## src/owc_divider.sv

```systemverilog
// ----------------------------------------------------------------------------
// owc_divider: iterative signed-by-positive divider
// Restoring division of a 33-bit signed dividend by a 31-bit positive
// divisor, one quotient bit per cycle, quotient truncated toward zero.
// ----------------------------------------------------------------------------
`default_nettype none

module owc_divider (
    input  wire logic               i_clk,
    input  wire logic               i_rst_n,
    input  wire logic               i_start,
    input  wire logic signed [32:0] i_dividend,
    input  wire logic [30:0]        i_divisor,
    output logic                    o_done,
    output logic signed [32:0]      o_quot
);

    logic        r_busy;
    logic [4:0]  r_cnt;
    logic [30:0] r_rem;
    logic [31:0] r_quo;
    logic [30:0] r_div;
    logic        r_neg;
    logic        r_done;

    logic signed [32:0] mag_w;
    logic [31:0]        trial;
    logic [31:0]        diff;
    logic               ge;

    // The dividend magnitude stays below 2**32, so 32 steps cover it.
    assign mag_w = i_dividend[32] ? -i_dividend : i_dividend;
    assign trial = {r_rem, r_quo[31]};
    assign ge    = trial >= {1'b0, r_div};
    assign diff  = trial - {1'b0, r_div};

    always_ff @(posedge i_clk) begin
        if (!i_rst_n) begin
            r_busy <= 1'b0;
            r_done <= 1'b0;
            r_cnt  <= '0;
        end else begin
            r_done <= 1'b0;
            if (i_start) begin
                r_busy <= 1'b1;
                r_cnt  <= '0;
            end else if (r_busy) begin
                r_cnt <= r_cnt + 5'd1;
                if (r_cnt == 5'd31) begin
                    r_busy <= 1'b0;
                    r_done <= 1'b1;
                end
            end
        end
    end

    always_ff @(posedge i_clk) begin
        if (i_start) begin
            r_neg <= i_dividend[32];
            r_quo <= mag_w[31:0];
            r_rem <= '0;
            r_div <= i_divisor;
        end else if (r_busy) begin
            r_rem <= ge ? diff[30:0] : trial[30:0];
            r_quo <= {r_quo[30:0], ge};
        end
    end

    assign o_done = r_done;
    assign o_quot = r_neg ? -$signed({1'b0, r_quo}) : $signed({1'b0, r_quo});

endmodule

`default_nettype wire

```

## config.mk

```make
export PLATFORM = sky130hd
export DESIGN_NAME = owc_divider
export DESIGN_NICKNAME = d
export VERILOG_FILES = /design/src/owc_divider.sv
export SDC_FILE = /design/constraint.sdc
export NUM_CORES = 1
export LEC_CHECK = 0
export BUFFER_PORTS_ARGS = -buffer_cell sky130_fd_sc_hd__buf_2
export CAP_MARGIN = 20
export CORE_MARGIN = 1
export CORE_UTILIZATION = 50
export DETAILED_ROUTE_END_ITERATION = 8
export PLACE_DENSITY_LB_ADDON = 0.12
export SLEW_MARGIN = 20
export SYNTH_ARGS = -nofsm -noshare
export SYNTH_HDL_FRONTEND = slang
export SYNTH_SLANG_ARGS = --single-unit
```

## constraint.sdc

```tcl
create_clock -name i_clk -period 4.1 [get_ports i_clk]
set_input_delay 1.025 -clock i_clk [delete_from_list [all_inputs] [get_ports i_clk]]
set_output_delay 1.025 -clock i_clk [all_outputs]
set_load 0.005 [all_outputs]
```

==> metrics.txt <==
critical setup path kind=register to output port; post-layout min period=about 4000 ps; Top FF cell, synth=edfxtp_1; Setup crit end kind=output port; largest net degree at the start of global routing=128; number of global-route vias before repair=5626; RSZ-0062 raised after global routing=true; CP max-delay cell=or4_1; Worst-Margin Slew=921 ps; n_diodes=0; CTS tree=done; Slew headroom=38.6%; fin nets=966; core footprint=13400 um2; crit-path max cell delay=about 540 ps; # setup viols final=0; synth warn=0; H-tree depth=3; PwrDens=368 nW/um2; status=completed; first-pass GRT wire length=25.9 mm; cells taking the most area after synthesis=edfxtp_1, dfxtp_1, ha_1; Fin Clk Skew=~12 ps; worst hold path type=register to register; Reg clk slew, reported paths=about 70 ps; setup TNS=0 ps; Filler cells=between 1000 and 1500; DR DRC count=0; ys async rst share=0%; number of vias per cell=5.67; crit-path max FO=5; count leader, synth=nor2_1; total grt overflow=0; max cap viols=0; RD Place Congestion=0.917; io pins=101; Final period util=between 90% and 100%; die area=14400 um2; worst vdd ir=0.000232 V; Power, Total=~2.9 mW; Synth Cell Area=between 6000 and 7000 um2; Synth top cells by count=nor2_1, edfxtp_1, a21oi_1, nand2_1, inv_1; R2R setup slack=540 ps; initial core utilization=51.9%; Worst Path Required=approximately 3100 ps; Mean Syn Cell Area=8.93 um2; largest area contributor in the netlist=edfxtp_1; cells along the critical path=or4_1 > nor4_2 > nand2_1 > or4_1 > or2_2 > o21ai_0 > xnor2_1 > buf_2; vias=5919; FMAX=250 MHz; Post-synth EDFFs=64; Die Span X=between 100 and 150 um; clock sink count=102; most used cell, CP=or4_1; register bit total from synthesis=between 100 and 150; Final Hold Violating Endpoints=0; GRT Resource Usage Total=between 20% and 30%; routed len/inst=14.5 um; DRT iter0 DRCs=469; Lkg Pwr=3.20 nW; CTS Buffer Depth=2; cell row count=42; Die H=about 120 um; Final ANT Viol Nets=0; DRT Wirelength=15.1 mm; Seq/Total Area, Yosys=slightly below 40%; Initial DRT Pass Iterations=5; post-synth net total=881; synth unique cells=61; Syn Inst Count=778; initial antenna violation count=0; CP startpoint kind=register; Num CTS Buffers=9; IO buf count=100; share of the synthesized area in the top cell type=27.7%; area grow syn2layout=13.6%; clock latency on the worst-skew pair=around 350 ps; post-place setup slack=281 ps; Arr. time, crit path=2980 ps; post-detail-place hpwl=11.0 mm; share of layout cells above drive strength 1=16.0%; root buffer cell=clkbuf_16; max-slew violation count=0; final setup margin=97.5 ps
[worst max-delay path: cells and delay by family (launching register included)]
family	cells	cell delay (ps)
AOI/OAI and AO/OA	1	220
xor gates and xnor gates	1	150
buffers and inverters	1	140
DFF	1	460
and+or+nand+nor	5	1670
[per-layer routing]
layer | up-vias | share of wire [%] | wire [um] | global-route usage [%]
li1 | 2979 | - | - | -
met1 | 2746 | 46 | 7000 | 29.2
met2 | 170 | 47 | 7050 | 36.4
met3 | 24 | 4.8 | 729 | 3.23
met4 | 0 | 2.2 | 325 | 9.69
met5 | - | 0 | 0 | 0
[path summary, 6_finish.rpt]
kind,start,to,depth (start not counted)
setup / recovery,r_quo[10],o_quot[26],8
hold / removal,r_rem[21],r_rem[21],2
setup reg to reg,r_quo[31],r_rem[0],12
hold reg to reg,r_rem[21],r_rem[21],2
[stage by stage]
step / instances / cell area, um2 / util (%) / hold WS, ps
2_1_floorplan: 778 / 6950 / - / 467
3_3_place_gp: 1026 / 7580 / 56.6 / 485
3_5_place_dp: 1026 / 7580 / 56.6 / 489
4_1_cts: 1042 / 7880 / 58.8 / 502
5_1_grt: 1044 / 7900 / 58.9 / 516
6_report: 1044 / 7900 / 58.9 / 503
[cell families (layout without fill, tap and decap cells)]
logic type	Yosys count	in the layout	share of synthesized area, %
DFF	102	102	38.6
xor gates and xnor gates	88	88	11.1
muxes	20	20	2.90
adders and majority gates	36	36	6.59
AOI/OAI and AO/OA	223	223	20.8
buffers and inverters	86	176	5.01
and+or+nand+nor	223	223	15.0
[cells in the final DEF, fill, tap and decap left out, types with 3 or more instances in the layout]
cell type,n
a211oi_1,27
a21boi_0,3
a21o_1,14
a21oi_1,60
a31oi_1,9
and3_1,5
buf_2,99
buf_4,9
clkbuf_1,3
clkbuf_16,9
dfxtp_1,37
edfxtp_1,64
ha_1,35
inv_1,51
mux2i_1,19
nand2_1,59
nand2b_1,5
nand3_1,13
nand4_1,4
nor2_1,89
nor2b_1,3
nor3_1,11
nor4_1,3
nor4_2,4
o211ai_1,7
o21a_1,6
o21ai_0,44
o21ai_1,4
o21bai_1,3
o22ai_1,6
o31ai_1,19
o41ai_1,5
or3_1,8
or4_1,7
or4_4,3
xnor2_1,43
xor2_1,45
[flip-flops by register name (all words and copies together) (netlist names)]
name,cells
o_done,1
r_div,31
r_busy,1
r_quo,32
r_rem,31
r_cnt,5
r_neg,1
[where the power goes]
| part | total [mW] | internal, mW | switching [mW] |
|---|---|---|---|
| clock | 0.846 | 0.473 | 0.373 |
| sequential | 1.28 | 1.20 | 0.0803 |
| combinational | 0.779 | 0.349 | 0.430 |
| total | 2.90 | 2.02 | 0.883 |
[final cells by class]
type                            instances  area [um2]  share of cell area [%]
Clock inverter                          4        48.8                   0.618
Multi-Input combinational cell        590        3930                    49.8
Tap cell                              176         220                    2.79
Timing Repair Buffer                  109         583                    7.39
Clock buffer                           12         236                    3.00
Sequential cell                       102        2680                    34.0
Inverter                               51         191                    2.42
[timing repair]
item | CTS | global route
setup buffers | 0 | 2
hold buffers | 0 | 0
resized for setup | 2 | 1
setup endpoints to repair | 4 | 5
Power figures use the tool's default switching activity.
