$ cat src/owc_pkg.sv
// ----------------------------------------------------------------------------
// owc_pkg: shared types and constants of the occupancy window check
// Payload structs, configuration indexes and reset values, grid store size,
// and the scanner's settings struct and its read request to the grid memory.
// ----------------------------------------------------------------------------
`default_nettype none

package owc_pkg;

    // Grid store geometry.
    localparam int GRID_AW    = 16;
    localparam int GRID_CELLS = 1 << GRID_AW;
    localparam int MAX_MARGIN = 7;

    // Configuration port.
    localparam int CFG_IW = 3;
    localparam int CFG_DW = 32;

    localparam logic [CFG_IW-1:0] CFG_GRID_COLUMNS = 3'd0;
    localparam logic [CFG_IW-1:0] CFG_GRID_ROWS    = 3'd1;
    localparam logic [CFG_IW-1:0] CFG_ORIGIN_X     = 3'd2;
    localparam logic [CFG_IW-1:0] CFG_ORIGIN_Y     = 3'd3;
    localparam logic [CFG_IW-1:0] CFG_CELL_SIZE    = 3'd4;
    localparam logic [CFG_IW-1:0] CFG_MARGIN       = 3'd5;
    localparam logic [CFG_IW-1:0] CFG_THRESHOLD    = 3'd6;

    localparam logic [10:0] RST_GRID_COLUMNS = 11'd256;
    localparam logic [10:0] RST_GRID_ROWS    = 11'd256;
    localparam logic [30:0] RST_CELL_SIZE    = 31'd3277;

    // Request kinds.
    localparam logic KIND_WRITE = 1'b0;
    localparam logic KIND_QUERY = 1'b1;

    typedef struct packed {
        logic              kind;
        logic [15:0]       cell_index;
        logic signed [7:0] cell_value;
        logic signed [31:0] pos_x;
        logic signed [31:0] pos_y;
    } t_in_item;

    typedef struct packed {
        logic occupied;
        logic outside_grid;
    } t_out_item;

    // Scan settings handed from the configuration registers to the scanner.
    typedef struct packed {
        logic [10:0]       cols;
        logic [10:0]       rows;
        logic [2:0]        margin;
        logic signed [7:0] threshold;
    } t_scan_cfg;

    // Read request from the scanner to the grid memory.
    typedef struct packed {
        logic               en;
        logic [GRID_AW-1:0] addr;
    } t_rd_req;

endpackage

`default_nettype wire

$ cat src/owc_scanner.sv
// ----------------------------------------------------------------------------
// owc_scanner: window scan sequencer
// Walks the square window around a grid cell, one cell per cycle, through a
// three-stage pipeline: bounds check, address and memory read, threshold test.
// ----------------------------------------------------------------------------
`default_nettype none

module owc_scanner (
    input  wire logic               i_clk,
    input  wire logic               i_rst_n,
    input  wire logic               i_start,
    input  wire logic signed [32:0] i_mx,
    input  wire logic signed [32:0] i_my,
    input  wire owc_pkg::t_scan_cfg i_cfg,
    input  wire logic [7:0]         i_rd_data,
    output owc_pkg::t_rd_req        o_rd,
    output logic                    o_done,
    output logic                    o_occ,
    output logic                    o_outside
);

    typedef enum logic [2:0] {
        S_IDLE  = 3'b001,
        S_SCAN  = 3'b010,
        S_DRAIN = 3'b100
    } t_state;

    t_state r_state;

    logic signed [32:0] r_mx;
    logic signed [32:0] r_my;
    logic [3:0]         r_i;
    logic [3:0]         r_j;
    logic               r_v1;
    logic               r_out1;
    logic [10:0]        r_col1;
    logic [10:0]        r_row1;
    logic               r_v2;
    logic               r_occ;
    logic               r_outside;
    logic               r_done;

    logic [3:0]         two_m;
    logic signed [4:0]  off_x;
    logic signed [4:0]  off_y;
    logic signed [33:0] col_w;
    logic signed [33:0] row_w;
    logic               col_out;
    logic               row_out;
    logic [21:0]        addr_w;
    logic               in_store;

    assign two_m = {i_cfg.margin, 1'b0};
    assign off_x = $signed({1'b0, r_i}) - $signed({2'b00, i_cfg.margin});
    assign off_y = $signed({1'b0, r_j}) - $signed({2'b00, i_cfg.margin});
    assign col_w = {r_mx[32], r_mx} + {{29{off_x[4]}}, off_x};
    assign row_w = {r_my[32], r_my} + {{29{off_y[4]}}, off_y};

    // A negative coordinate is caught by its sign; otherwise the low bits
    // compare unsigned against the grid size.
    assign col_out = col_w[33] || (col_w[32:0] >= {22'b0, i_cfg.cols});
    assign row_out = row_w[33] || (row_w[32:0] >= {22'b0, i_cfg.rows});

    assign addr_w   = (r_row1 * i_cfg.cols) + {11'b0, r_col1};
    assign in_store = addr_w < 22'(owc_pkg::GRID_CELLS);

    assign o_rd.en   = r_v1 && !r_out1 && in_store;
    assign o_rd.addr = addr_w[owc_pkg::GRID_AW-1:0];

    always_ff @(posedge i_clk) begin
        if (!i_rst_n) begin
            r_state <= S_IDLE;
            r_v1    <= 1'b0;
            r_v2    <= 1'b0;
            r_done  <= 1'b0;
        end else begin
            r_done <= 1'b0;
            r_v2   <= o_rd.en;
            r_v1   <= 1'b0;
            unique case (r_state)
                S_IDLE: begin
                    if (i_start) begin
                        r_state <= S_SCAN;
                    end
                end
                S_SCAN: begin
                    r_v1 <= 1'b1;
                    if (r_j == two_m && r_i == two_m) begin
                        r_state <= S_DRAIN;
                    end
                end
                S_DRAIN: begin
                    if (!r_v1 && !r_v2) begin
                        r_done  <= 1'b1;
                        r_state <= S_IDLE;
                    end
                end
                default: begin
                    r_state <= S_IDLE;
                end
            endcase
        end
    end

    always_ff @(posedge i_clk) begin
        if (r_state == S_IDLE && i_start) begin
            r_mx      <= i_mx;
            r_my      <= i_my;
            r_i       <= '0;
            r_j       <= '0;
            r_occ     <= 1'b0;
            r_outside <= 1'b0;
        end else begin
            if (r_state == S_SCAN) begin
                if (r_j == two_m) begin
                    r_j <= '0;
                    r_i <= r_i + 4'd1;
                end else begin
                    r_j <= r_j + 4'd1;
                end
            end
            if (r_v1 && (r_out1 || !in_store)) begin
                r_outside <= 1'b1;
            end
            if (r_v2 && ($signed(i_rd_data) >= i_cfg.threshold)) begin
                r_occ <= 1'b1;
            end
        end
        r_out1 <= col_out || row_out;
        r_col1 <= col_w[10:0];
        r_row1 <= row_w[10:0];
    end

    assign o_done    = r_done;
    assign o_occ     = r_occ;
    assign o_outside = r_outside;

    a_read_in_scan: assert property (@(posedge i_clk) disable iff (!i_rst_n)
        o_rd.en |-> (r_state == S_SCAN || r_state == S_DRAIN))
        else $error("grid read issued outside a scan");

    a_done_drained: assert property (@(posedge i_clk) disable iff (!i_rst_n)
        o_done |-> (!r_v1 && !r_v2 && r_state == S_IDLE))
        else $error("scan finished with reads in flight");

    a_start_idle: assert property (@(posedge i_clk) disable iff (!i_rst_n)
        (r_state == S_SCAN) |=> (r_state == S_SCAN || r_state == S_DRAIN))
        else $error("scan left without draining");

endmodule

`default_nettype wire

$ cat config.mk
export PLATFORM = sky130hd
export DESIGN_NAME = owc_scanner
export DESIGN_NICKNAME = d
export VERILOG_FILES = /design/src/owc_pkg.sv /design/src/owc_scanner.sv
export SDC_FILE = /design/constraint.sdc
export NUM_CORES = 1
export LEC_CHECK = 0
export BUFFER_PORTS_ARGS = -buffer_cell sky130_fd_sc_hd__buf_2
export CAP_MARGIN = 20
export CORE_MARGIN = 5
export CORE_UTILIZATION = 48
export DETAILED_ROUTE_END_ITERATION = 8
export HOLD_SLACK_MARGIN = 0.02
export PLACE_DENSITY = 0.77
export SLEW_MARGIN = 10
export SYNTH_ARGS = -nofsm -noshare
export SYNTH_HDL_FRONTEND = slang
export SYNTH_SLANG_ARGS = --single-unit
$ cat constraint.sdc
create_clock -name i_clk -period 8.53 [get_ports i_clk]
set_clock_uncertainty 0.15 [all_clocks]
set_input_delay 1.2795 -clock i_clk [delete_from_list [all_inputs] [get_ports i_clk]]
set_output_delay 1.2795 -clock i_clk [all_outputs]
set_load 0.02 [all_outputs]
==> results.py <==
metrics = {
    "grt": {
        "grt.total_usage_pct": 21.3,
        "grt_max_degree": 62,
        "grt_overflow": 0,
        "antenna_found_initial": 0,
        "grt_pass1_vias": 10800,
        "grt_pass1_wl_um": 52700,
    },
    "route": {
        "viasPerCell": 5.60,
        "ant_nets": 0,
        "wl_um": 31800,
        "wire_per_inst_um": 16.7,
        "vias": 10700,
        "drc": 0,
        "drtIter0Drc": 659,
        "drt_first_pass_iters": 6,
    },
    "logic_synthesis": {
        "synth-compound-area-share_pct": 17.1,
        "synthAdderAreaFrac_pct": 31.0,
        "seq_area_frac_synth_pct": 21.7,
        "synth_top_cell_by_area": "ha_1",
        "synth_fp_nets": 1836,
        "synth_flop_cell": "edfxtp_1",
        "netlist_top_cells_area": "ha_1 (16%), edfxtp_1 (16%), fa_1 (15%)",
        "yosys.area_share.simple_pct": 16.6,
        "synth.mux.area_fraction_pct": 0.570,
        "avgSynthCellArea_um2": 8.68,
        "ys_types": 88,
        "yosys.area.top_type_share_pct": 16.1,
        "ys_ff_latch": 105,
        "synth_cells": 1467,
        "synth_top_family_by_area": "adder cells",
        "synth-xor-area-share_pct": 4.74,
        "synth_edf_count": 66,
        "synth_area_um2": 12700,
        "synth-async-reset-ratio_pct": 0,
        "ys_warn_count": 0,
    },
    "layout": {
        "n_antenna_cell": 0,
        "layout_common_cells": "inv_1 (211), nand2_1 (168), ha_1 (163)",
        "stdcell_area_um2": 14000,
        "fin_nets": 1932,
        "final_common_cell": "inv_1",
        "nFillCells": 2433,
        "layout-drive-gt1-share_pct": 12.6,
        "area_delta_synth_final_pct": 9.83,
    },
    "setup_path": {
        "crit_required_ps": 7100,
        "cp.arrival_ps": 6690,
        "reg2reg_depth": 21,
        "cp-end-kind": "output port",
        "path_max_fanout": 12,
        "crit_type": "in2out",
        "rrSetupSlack_ps": 2490,
        "start_kind": "primary input",
    },
    "clock_tree": {
        "numCtsBuffers": 9,
        "hold_buffers": 0,
        "tritoncts": "done",
        "cts_setup_buffers": 0,
        "path_clk_slew_ps": 90,
        "clock_latency_ps": 370,
        "cts_root_buf": "clkbuf_16",
        "htree_num_levels": 3,
        "cts_resized": 0,
        "cts_buffer_depth": 2,
        "clock-sinks": 105,
    },
    "floorplan": {
        "dieWidth_um": 173,
        "die_height_um": 173,
        "rows": 59,
        "die_area_um2": 29900,
        "core_area_um2": 26100,
        "ios": 130,
        "start_util_pct": 48.7,
    },
    "sta": {
        "slew_headroom_pct": 51.4,
        "worstMarginPinSlew_ps": 729,
        "fmax_mhz": 123,
        "hold_viol": 0,
        "min_period_ps": 8120,
        "setup_tns_ps": 0,
        "finalSetupViolCount": 0,
        "worst_slack_ps": 406,
        "maxSlewViolCount": 0,
        "period_share_pct": 95.2,
    },
    "status": {
        "status": "finished, final reports clean",
    },
    "placement": {
        "portBuffers": 129,
        "place_ws_ps": 234,
        "place_congestion": 0.952,
        "placed_cell_area_um2": 13600,
        "post-dp-hpwl_um": 26500,
    },
    "run": {
        "cap_violations": 0,
    },
    "hold_path": {
        "hold_path_depth": 1,
        "hp-class": "reg2reg",
    },
}
-- per-stage QoR --
step / utilization [%] / hold WS (ps) / instances
4_1_cts: 53.4 / 308 / 1903
2_1_floorplan: - / 266 / 1467
3_5_place_dp: 52.2 / 295 / 1887
5_1_grt: 53.5 / 352 / 1903
3_3_place_gp: 52.2 / 291 / 1887
6_report: 53.5 / 302 / 1903
-- cell families (layout without fill, tap and decap cells) --
kind of cell / after synthesis / after routing
muxes: 7 / 7
xor gates and xnor gates: 69 / 69
adders and majority gates: 259 / 259
AOI/OAI and AO/OA: 331 / 331
and+or+nand+nor: 429 / 429
DFF: 105 / 105
buffers and inverters: 267 / 368
-- flip-flops by register name (all words and copies together) (netlist names) --
signal and count:
r_v1 1, r_out1 1, r_col1 11, o_occ 1, o_outside 1, r_i 4
r_row1 11, r_mx 33, r_state 3, r_j 4, r_v2 1, r_my 33
o_done 1
-- worst paths after layout --
| check | start | endpoint |
|---|---|---|
| setup / recovery | i_cfg[32] | o_rd[16] |
| hold / removal | r_v1$_SDFF_PN0_ | o_done$_SDFF_PN0_ |
| setup reg to reg | r_row1[1]$_DFF_P_ | o_outside$_SDFFE_PP0P_ |
| hold reg to reg | r_v1$_SDFF_PN0_ | o_done$_SDFF_PN0_ |
-- area by class of cell --
type                    instances  area (um^2)  share of cell area (%)
well taps                     335          419                    3.00
flip-flops and latches        105         2760                    19.7
multi-input cells            1095         8980                    64.2
inverters                     214          806                    5.76
repair buffers                138          713                    5.10
clock inverters                 7         83.8                   0.599
clock buffers                   9          225                    1.61
-- cells in the mapped netlist (35+ instances only) --
cell	number
inv_1	212
clkbuf_1	37
xor2_1	36
dfxtp_1	39
a21oi_1	102
nand4_1	36
ha_1	164
and2_1	35
o21ai_0	59
nor2_1	66
edfxtp_1	66
fa_1	95
nand2_1	168
-- metal layers --
| layer | GRT usage (%) | up-vias | share of wire, % |
|---|---|---|---|
| met4 | 9.01 | 0 | 4.0 |
| met5 | 0 | - | 0 |
| met3 | 3.25 | 74 | 4.0 |
| li1 | - | 5246 | - |
| met2 | 37.5 | 273 | 50 |
| met1 | 25.9 | 5057 | 42 |
-- worst max-delay path: stages --
cell and delay, ps:
buf_2 200, nand2_1 110, fa_1 510, fa_1 540
inv_1 50, fa_1 520, fa_1 550, inv_1 60
fa_1 530, inv_1 70, ha_4 290, nand2_1 120
nor4_4 280, o41ai_2 120, buf_4 150, o21ai_2 180
nand2_1 70, o21ai_1 150, xor2_1 80, nor4_1 260
nand4_1 240, nor2_1 150, buf_2 170
Power is not shown: default switching activity piles up to over one toggle a cycle in this logic, so the estimate is an artifact.
